$ cat src/rtl/fds_pkg.sv
`timescale 1ns / 1ps
// Package for the float to decimal split block.
// Holds the sequencer state type, field widths and the power-of-ten table.
package fds_pkg;

  localparam int unsigned FLOAT_W  = 32;
  localparam int unsigned PLACES_W = 4;
  localparam int unsigned SIG_W    = 24;
  localparam int unsigned SCALE_W  = 30;
  localparam int unsigned PROD_W   = SIG_W + SCALE_W;
  localparam int unsigned Q_W      = 61;
  localparam int unsigned WHOLE_W  = 31;
  localparam int unsigned FRAC_W   = 30;
  localparam int unsigned DIV_STEPS = WHOLE_W;
  localparam int unsigned CNT_W    = $clog2(DIV_STEPS);

  localparam logic [7:0] EXP_BIAS_SHIFT = 8'd150;
  localparam logic [7:0] EXP_BIG       = 8'd158;
  localparam logic [7:0] EXP_SUBNORMAL = 8'd0;
  localparam logic [7:0] SUBNORMAL_T   = 8'd149;
  localparam logic [7:0] MAX_RSHIFT    = 8'd60;
  localparam logic [WHOLE_W-1:0] WHOLE_SAT = {WHOLE_W{1'b1}};

  typedef enum logic [2:0] {
    ST_IDLE,
    ST_MUL,
    ST_RND,
    ST_DIV,
    ST_FIN
  } fds_state_t;

  typedef struct packed {
    logic start;
  } div_ctrl_t;

  typedef struct packed {
    logic done;
    logic ovf;
  } div_stat_t;

  function automatic logic [SCALE_W-1:0] pow10(input logic [PLACES_W-1:0] p);
    logic [SCALE_W-1:0] v;
    case (p)
      4'd0: v = 30'd1;
      4'd1: v = 30'd10;
      4'd2: v = 30'd100;
      4'd3: v = 30'd1000;
      4'd4: v = 30'd10000;
      4'd5: v = 30'd100000;
      4'd6: v = 30'd1000000;
      4'd7: v = 30'd10000000;
      4'd8: v = 30'd100000000;
      default: v = 30'd1000000000;
    endcase
    return v;
  endfunction

endpackage

$ cat src/rtl/fds_divider.sv
`timescale 1ns / 1ps
// Restoring divider that splits the rounded scaled value by the power of ten.
// Uses one shared subtractor for the range check and every quotient step.
// Depends on fds_pkg.
module fds_divider
  import fds_pkg::*;
(
  input  logic               clk,
  input  logic               rst_n,
  input  div_ctrl_t          ctrl,
  input  logic [Q_W-1:0]     dividend,
  input  logic [SCALE_W-1:0] divisor,
  output div_stat_t          stat,
  output logic [WHOLE_W-1:0] quot,
  output logic [FRAC_W-1:0]  rem
);

  logic               run_r, run_nxt;
  logic               chk_r, chk_nxt;
  logic               done_r, done_nxt;
  logic               ovf_r, ovf_nxt;
  logic [CNT_W-1:0]   cnt_r, cnt_nxt;
  logic [FRAC_W-1:0]  rem_r, rem_nxt;
  logic [WHOLE_W-1:0] work_r, work_nxt;

  logic [WHOLE_W-1:0] opa;
  logic [WHOLE_W:0]   diff;
  logic               ge;

  assign opa  = chk_r ? {1'b0, rem_r} : {rem_r, work_r[WHOLE_W-1]};
  assign diff = {1'b0, opa} - {2'b00, divisor};
  assign ge   = ~diff[WHOLE_W];

  always_comb begin
    run_nxt  = run_r;
    chk_nxt  = chk_r;
    done_nxt = 1'b0;
    ovf_nxt  = ovf_r;
    cnt_nxt  = cnt_r;
    rem_nxt  = rem_r;
    work_nxt = work_r;
    if (ctrl.start) begin
      run_nxt  = 1'b1;
      chk_nxt  = 1'b1;
      ovf_nxt  = 1'b0;
      cnt_nxt  = '0;
      rem_nxt  = dividend[Q_W-1:WHOLE_W];
      work_nxt = dividend[WHOLE_W-1:0];
    end else if (run_r && chk_r) begin
      if (ge) begin
        ovf_nxt  = 1'b1;
        run_nxt  = 1'b0;
        done_nxt = 1'b1;
      end else begin
        chk_nxt = 1'b0;
      end
    end else if (run_r) begin
      rem_nxt  = ge ? diff[FRAC_W-1:0] : opa[FRAC_W-1:0];
      work_nxt = {work_r[WHOLE_W-2:0], ge};
      cnt_nxt  = cnt_r + 1'b1;
      if (cnt_r == CNT_W'(DIV_STEPS - 1)) begin
        run_nxt  = 1'b0;
        done_nxt = 1'b1;
      end
    end
  end

  always_ff @(posedge clk) begin
    if (!rst_n) begin
      run_r  <= 1'b0;
      chk_r  <= 1'b0;
      done_r <= 1'b0;
      ovf_r  <= 1'b0;
      cnt_r  <= '0;
    end else begin
      run_r  <= run_nxt;
      chk_r  <= chk_nxt;
      done_r <= done_nxt;
      ovf_r  <= ovf_nxt;
      cnt_r  <= cnt_nxt;
    end
  end

  always_ff @(posedge clk) begin
    rem_r  <= rem_nxt;
    work_r <= work_nxt;
  end

  assign stat.done = done_r;
  assign stat.ovf  = ovf_r;
  assign quot      = work_r;
  assign rem       = rem_r;

endmodule

$ cat src/rtl/float_to_decimal_split.sv
`timescale 1ns / 1ps
// Top level of the float to decimal split block.
// Depends on fds_pkg and fds_divider.
//
// The input channel carries a single-precision bit pattern and a count of
// decimal places. Each item gives one result: the sign bit, the integer part
// and the fractional digits of the magnitude rounded half up, plus an
// overflow flag for infinity, NaN or an integer part above 2^31-1.
// An item passes from acceptance to out_tvalid through these steps: the
// significand times power-of-ten product, the rounding shift, one range
// check and 31 quotient steps on the shared subtractor of the divider, a
// state to see the divider finish and the load of the output register.
// Exponents too large to fit skip the divider and go from the product to
// the output load; an integer part caught by the range check ends the
// divider early. in_tready is high only while the sequencer is idle, which
// it reaches the cycle after the output register loads, so a new item is
// accepted only after the last result has loaded. If the receiver stalls,
// the result holds in the output register; a finished item then waits in
// the sequencer until that register frees, and no new item is taken. A
// synchronous reset returns the sequencer to idle and clears out_tvalid.
module float_to_decimal_split
  import fds_pkg::*;
#(
  parameter int unsigned MAX_PLACES = 9
) (
  input  logic        clk,
  input  logic        rst_n,
  input  logic        in_tvalid,
  output logic        in_tready,
  // Fields from bit 0: float_bits[31:0], decimal_places[35:32], zero pad.
  input  logic [39:0] in_tdata,
  output logic        out_tvalid,
  input  logic        out_tready,
  // Fields from bit 0: is_negative[0], whole_part[31:1],
  // fraction_digits[61:32], zero pad.
  output logic [63:0] out_tdata,
  // Fields from bit 0: overflow[0].
  output logic        out_tuser
);

  fds_state_t state_r, state_nxt;

  logic [FLOAT_W-1:0] bits_r;
  logic [SCALE_W-1:0] scale_r;
  logic [PROD_W-1:0]  prod_r;
  logic               big_r;

  logic               out_valid_r, out_valid_nxt;
  logic               out_neg_r;
  logic [WHOLE_W-1:0] out_whole_r;
  logic [FRAC_W-1:0]  out_frac_r;
  logic               out_ovf_r;

  logic [PLACES_W-1:0] places, places_sat;
  logic [7:0]          expo;
  logic [SIG_W-1:0]    sig;
  logic [PROD_W-1:0]   prod;
  logic [7:0]          lshift, rshift;
  logic [PROD_W:0]     rsum;
  logic [Q_W-1:0]      q_nxt;

  logic accept, load_out, fin_ovf;

  div_ctrl_t          div_ctrl;
  div_stat_t          div_stat;
  logic [WHOLE_W-1:0] div_quot;
  logic [FRAC_W-1:0]  div_rem;

  assign places     = in_tdata[35:32];
  assign places_sat = (places > PLACES_W'(MAX_PLACES)) ? PLACES_W'(MAX_PLACES) : places;

  assign expo = bits_r[30:23];
  assign sig  = (expo == EXP_SUBNORMAL) ? {1'b0, bits_r[22:0]} : {1'b1, bits_r[22:0]};
  assign prod = sig * scale_r;

  assign lshift = expo - EXP_BIAS_SHIFT;
  assign rshift = (expo == EXP_SUBNORMAL) ? SUBNORMAL_T : (EXP_BIAS_SHIFT - expo);
  assign rsum   = {1'b0, prod_r} + ((PROD_W+1)'(1) << (rshift[5:0] - 6'd1));

  always_comb begin
    if (expo >= EXP_BIAS_SHIFT) begin
      q_nxt = {{(Q_W-PROD_W){1'b0}}, prod_r} << lshift[2:0];
    end else if (rshift > MAX_RSHIFT) begin
      q_nxt = '0;
    end else begin
      q_nxt = Q_W'(rsum >> rshift[5:0]);
    end
  end

  assign accept   = in_tvalid && in_tready;
  assign load_out = (state_r == ST_FIN) && (!out_valid_r || out_tready);
  assign fin_ovf  = big_r || div_stat.ovf;

  always_comb begin
    state_nxt      = state_r;
    div_ctrl.start = 1'b0;
    in_tready      = 1'b0;
    unique case (state_r)
      ST_IDLE: begin
        in_tready = 1'b1;
        if (in_tvalid) state_nxt = ST_MUL;
      end
      ST_MUL: begin
        state_nxt = (expo >= EXP_BIG) ? ST_FIN : ST_RND;
      end
      ST_RND: begin
        div_ctrl.start = 1'b1;
        state_nxt      = ST_DIV;
      end
      ST_DIV: begin
        if (div_stat.done) state_nxt = ST_FIN;
      end
      ST_FIN: begin
        if (load_out) state_nxt = ST_IDLE;
      end
      default: state_nxt = ST_IDLE;
    endcase
  end

  always_comb begin
    out_valid_nxt = out_valid_r;
    if (out_valid_r && out_tready) out_valid_nxt = 1'b0;
    if (load_out) out_valid_nxt = 1'b1;
  end

  always_ff @(posedge clk) begin
    if (!rst_n) begin
      state_r     <= ST_IDLE;
      out_valid_r <= 1'b0;
    end else begin
      state_r     <= state_nxt;
      out_valid_r <= out_valid_nxt;
    end
  end

  always_ff @(posedge clk) begin
    if (accept) begin
      bits_r  <= in_tdata[31:0];
      scale_r <= pow10(places_sat);
    end
    if (state_r == ST_MUL) begin
      prod_r <= prod;
      big_r  <= (expo >= EXP_BIG);
    end
    if (load_out) begin
      out_neg_r   <= bits_r[31];
      out_ovf_r   <= fin_ovf;
      out_whole_r <= fin_ovf ? WHOLE_SAT : div_quot;
      out_frac_r  <= fin_ovf ? '0 : div_rem;
    end
  end

  fds_divider u_divider (
    .clk      (clk),
    .rst_n    (rst_n),
    .ctrl     (div_ctrl),
    .dividend (q_nxt),
    .divisor  (scale_r),
    .stat     (div_stat),
    .quot     (div_quot),
    .rem      (div_rem)
  );

  assign out_tvalid = out_valid_r;
  assign out_tdata  = {2'b00, out_frac_r, out_whole_r, out_neg_r};
  assign out_tuser  = out_ovf_r;

endmodule

$ cat config.mk
export PLATFORM = sky130hd
export DESIGN_NAME = float_to_decimal_split
export DESIGN_NICKNAME = d
export VERILOG_FILES = /design/src/rtl/fds_pkg.sv /design/src/rtl/fds_divider.sv /design/src/rtl/float_to_decimal_split.sv
export SDC_FILE = /design/constraint.sdc
export NUM_CORES = 2
export LEC_CHECK = 0
export BUFFER_PORTS_ARGS = -buffer_cell sky130_fd_sc_hd__buf_2
export CAP_MARGIN = 20
export CORE_ASPECT_RATIO = 0.9
export CORE_MARGIN = 10
export CORE_UTILIZATION = 48
export DETAILED_ROUTE_END_ITERATION = 8
export PLACE_DENSITY = 0.65
export SLEW_MARGIN = 0
export SYNTH_ARGS = -nofsm -noshare
export SYNTH_HDL_FRONTEND = slang
export SYNTH_SLANG_ARGS = --single-unit
export TNS_END_PERCENT = 5
$ cat constraint.sdc
create_clock -name clk -period 9.7 [get_ports clk]
set_input_delay 2.91 -clock clk [delete_from_list [all_inputs] [get_ports clk]]
set_output_delay 2.91 -clock clk [all_outputs]
set_load 0.02 [all_outputs]
## Word-level counts from Yosys, hierarchy flattened

Memory sizes are Yosys's and may differ from the RTL's. A register that Yosys moved wholly into a read port is not among the register bits.
Index checks and enable logic that the tools add are counted.

| word-level totals | value |
|---|---|
| register bits | 224 |
| ROM bits | 480 |
| bits of input ports | 44 |
| output and inout bits | 67 |
| logic and storage cells | 97 |
| memories | 1 |

Memory list:

| name | depth | bits a word | read ports | clocked after Yosys merged registers in | wr ports | line | text |
|---|---|---|---|---|---|---|---|
| (no name shown) | 16 | 30 | 1 | 1 | 0 | fds_pkg.sv:43 | `case (p)` |

| operators by class | value |
|---|---|
| $add $sub $neg | 6 |
| $mul | 1 |
| $lt $le $gt $ge | 4 |
| equal/unequal tests | 10 |
| shifts and indexed selects | 3 |
| mux-type cells | 34 |
| bitwise logic cells | 3 |
| reductions and logical operators | 19 |

Operator list:

| operator | count |
|---|---|
| two-way mux 31 bit | 4 |
| two-way mux 61 bit | 2 |
| two-way mux 30 bit | 4 |
| << shifter 54 x 3 -> 61 bit | 1 |
| >> shifter 55 x 6 -> 61 bit | 1 |
| adder 54 x 55 -> 55 bit | 1 |
| << shifter 1 x 6 -> 55 bit (first input constant) | 1 |
| multiplier 24 x 30 -> 54 bit | 1 |
| subtractor 31 x 30 -> 32 bit | 1 |
| two-way mux 24 bit | 1 |
| >= comparator 8 bit (second input constant) | 2 |
| two-way mux 1 bit | 16 |
| one-hot mux 3 bit (5 select lines) | 1 |
| two-way mux 3 bit | 4 |
| greater-than comparator 8 x 6 -> 1 bit (second input constant) | 1 |
| logical NOT 8 bit | 1 |
| two-way mux 8 bit | 1 |
| AND reduction 2 bit | 4 |
| nonzero test 2 bit | 4 |
| subtractor 8 bit (first input constant) | 1 |
| equality test 3 x 2 -> 1 bit (second input constant) | 2 |
| inequality test 2 bit (second input constant) | 3 |
| subtractor 6 x 1 -> 6 bit (second input constant) | 1 |
| adder 5 x 1 -> 5 bit (second input constant) | 1 |
| other kinds (15) | 21 |

## Depth between registers and ports, before layout

| logic depth | value |
|---|---|
| word-level depth | 9 |
| gate-level depth with buffers | 35 |
| depth with buffers taken out | 29 |

## Hierarchy

A second synthesis with hierarchy kept.

| unflattened totals | value |
|---|---|
| cells, all modules | 5160 |
| area, all modules | 45647.5 um^2 |

Modules (own cells, without submodules):

| module | instances | cells an instance | area each (um^2) | seq. area each (um^2) |
|---|---|---|---|---|
| float_to_decimal_split | 1 | 4585 | 40009.6 | 5275.1 |
| fds_divider | 1 | 575 | 5637.9 | 2011.9 |

## Worst setup path before layout

Ideal clock, no wire load.

| timing | value |
|---|---|
| path kind | register -> register |
| start | reg bits_r[24] |
| end | reg prod_r[52], data pin |
| library setup time | 0.260 ns |
| arrival | 8.284 ns |
| required time | 9.440 ns |
| path slack | 1.156 ns |
| cell stages (with the launch flop) | 34 |
| buffers on the path | 6 |
| clock period less this slack | 8.544 ns |
| cells stage by stage | edfxtp_1 -> clkbuf_1 -> inv_1 -> clkbuf_1 -> clkbuf_1 -> ha_1 -> nor3b_1 -> and2_1 -> clkbuf_1 -> clkbuf_1 -> buf_1 -> nor2_1 -> fa_1 -> inv_1 -> fa_1 -> fa_1 -> fa_1 -> fa_1 -> fa_1 -> fa_1 -> inv_1 -> ha_1 -> and3_1 -> a221o_1 -> a21oi_1 -> o31ai_1 -> a21oi_2 -> o311ai_1 -> a31oi_1 -> o31ai_1 -> nor3_1 -> nor2_1 -> a221oi_2 -> xnor2_1 |

| on the way | value |
|---|---|
| cells in the longest elaborated chain, start to end | 3 |

RTL lines:

| item | line | text |
|---|---|---|
| start, declared | float_to_decimal_split.sv:43 | `logic [FLOAT_W-1:0] bits_r;` |
| start signal, assigned | float_to_decimal_split.sv:138 | `bits_r <= in_tdata[31:0];` |
| logical NOT 8 bit | float_to_decimal_split.sv:73 | `assign sig = (expo == EXP_SUBNORMAL) ? {1'b0, bits_r[22:0]} : {1'b1, bits_r[22:0]};` |
| two-way mux 24 bit | float_to_decimal_split.sv:73 |  |
| multiplier 24 x 30 -> 54 bit | float_to_decimal_split.sv:74 | `assign prod = sig * scale_r;` |
| via prod[52] | float_to_decimal_split.sv:57 | `logic [PROD_W-1:0] prod;` |
| end signal, assigned | float_to_decimal_split.sv:142 | `prod_r <= prod;` |
| end, declared | float_to_decimal_split.sv:45 | `logic [PROD_W-1:0] prod_r;` |

The timed path passes the listed nets, and every way through them passes these cells.
A chain may end at the register's enable or synchronous reset.

## Final worst setup path

| timing | value |
|---|---|
| start | reg bits_r[23] |
| end | reg prod_r[47], data pin |

Same word-level chain as after synthesis.

==> results.toml <==
[clocking]
ctsRootBufferMaster = "clkbuf_16"
cts_tree = "built"
cts_buffers = 31
clock_latency_ns = 0.64
clk_pin_slew_ns = 0.06
cts-resized-gates = 0
post-cts-setup-buffers = 0
cts.sinks = 247
clk_path_buf_depth = 3
htreeDepth = 1
cts_hold_buf = 0

[layout]
antennaDiodeCount = 0
nets = 5843
fin_area_sq_um = 46800
synthToLayoutAreaGrowth_pct = 6.19
drive_above_1_share_pct = 8.12

[logic_synthesis]
async_flop_share_pct = 0
yosysWarningCount = 0
synth.largest_area_cell = "fa_1"
synth_top_area_share_pct = 28.1
synth_edf_count = 234
yosysSeqAreaShare_pct = 16.5
postSynthCellCount = 4955
synth-seq-cells = 247
synth.area.top_cells = "fa_1 28%, edfxtp_1 16%, ha_1 7.9%"
netlist_area_sq_um = 44000
yosysMostFrequentCell = "inv_1"
synthDistinctLibCells = 112
avgSynthCellArea_sq_um = 8.89
ys.flop_type = "edfxtp_1"
synth_common_cells = "721 x inv_1, 618 x fa_1, 547 x nand2_1"

[timing]
holdWs_ns = 0.423
fin_crit_sh_pct = 90.6
tightest_slew_ns = 1.16
maxSlewHeadroom_pct = 20.5
period_needed_ns = 8.79
max_freq_mhz = 114
slew_violations = 0
finalHoldViolCount = 0
setup_viol = 0
setup-tns-final_ns = 0
rsz0062_at_grt = "false"
finClkSkew_ns = 0.0210

[critical_path]
worstSetupStartpoint = "bits_r[23]"
cp_data_required_time_ns = 10.09
endpoint_kind = "flop"
critPathKind = "flop to flop"
worst-path-max-fanout = 11
startpoint_type = "flop"
r2r-start = "bits_r[23]"
arrival_ns = 9.18

[worst_hold_path]
worstHoldStart = "bits_r[31]"
worstHoldPathType = "flop to flop"

[routing]
antenna_left = 0
routed_via_density = 5.90
wl_per_cell_microns = 23.0
drtIter0Drc = 3188
drc = 0
via_count = 36400
finalWirelength_microns = 142000
drt_pre_antenna_iters = 6

[floorplan]
core_region_area_sq_um = 91000
die_x_microns = 339
dieArea_sq_um = 104000
boundaryPins = 111
chipHeight_microns = 307
rows = 105
start_util_pct = 48.4

[global_route]
grt_pass1_wl_microns = 218000
grt_pass1_vias = 35900
grt_overflow = 0
grt_use_total_pct = 26.6
grt_max_degree = 83
antenna_found_initial = 3

[run]
drv_cap = 0

[placed_design]
finalWeightedCongestion = 1.04
hpwl_microns = 117000
dpl-instance-area_sq_um = 45700
place.port_buffers = 104

[status]
status = "completed"
==> final timing paths <==
path | depth (start not counted) | slack [ns] | endpoint
worst max-delay path | 27 | 0.91 | prod_r[47]
worst min register to register | 0 | 0.42 | out_neg_r
worst min-delay path | 0 | 0.42 | out_neg_r
worst max register to register | 27 | 0.91 | prod_r[47]
==> per-layer routing <==
layer  track usage (%)  part of all wire [%]
met1              37.1                    44
met5                 0                 0.041
met3              4.59                   8.6
met4              10.3                   4.4
met2              41.0                    43
==> cells in the final DEF (no fill, tap or decap), types with 72 or more instances in the layout <==
master	n
o21ai_0	173
buf_2	104
buf_4	79
nor2_1	314
edfxtp_1	234
fa_1	618
ha_1	278
nor3_1	89
xnor2_1	85
nand2_1	545
and2_1	299
mux2i_1	96
inv_1	721
a21oi_1	282
a21o_1	72
==> layout make-up <==
class | instances | area [sq um]
Clock buffer | 34 | 787
Clock inverter | 24 | 238
Fill cell | 8642 | 44300
Inverter | 723 | 2710
Multi-Input combinational cell | 3715 | 33100
Sequential cell | 247 | 7290
Tap cell | 1230 | 1540
Timing Repair Buffer | 184 | 1140
==> critical path: stages, from the launching register on <==
cell	delay, ns
edfxtp_1	0.41
inv_2	0.28
ha_1	0.23
nor3b_1	0.23
and2_1	0.66
buf_4	0.35
nor2_1	0.09
fa_1	0.48
inv_1	0.05
fa_1	0.51
fa_1	0.44
fa_1	0.51
fa_1	0.44
fa_1	0.50
inv_1	0.05
fa_1	0.43
ha_1	0.36
a21o_1	0.18
a21oi_1	0.21
o21ai_0	0.14
a21o_1	0.17
a21oi_1	0.44
a31oi_1	0.22
a41o_1	0.33
a211oi_1	0.45
o21bai_1	0.10
a21oi_1	0.20
xnor2_1	0.08
==> state kept, by name, indices dropped and copies added, names as in the netlist, 3 cells and up <==
name / cells
state_r: 3
prod_r: 54
out_whole_r: 31
u_divider.quot: 31
u_divider.cnt_r: 5
scale_r: 23
bits_r: 32
u_divider.rem: 30
out_frac_r: 30
==> cell families after synthesis <==
kind of cell | share of synthesized area, %
compound gates | 14.5
buf+inv | 8.60
simple gates | 17.0
other cells | 0.00852
flops | 16.5
fa+ha+maj | 36.0
mux | 4.77
xor+xnor | 2.56
==> stage by stage <==
step           util, %  setup slack [ns]  instances
6_report          51.4             0.911       6157
5_1_grt           51.4             0.583       6157
4_1_cts           51.3             0.940       6156
3_5_place_dp      50.2             0.991       6098
3_3_place_gp      50.2              1.04       6098
2_1_floorplan        -              1.16       4956
Power is left out: the tool's default activity adds up to more than one toggle a clock period on the data nets, which glitch-free logic cannot reach.
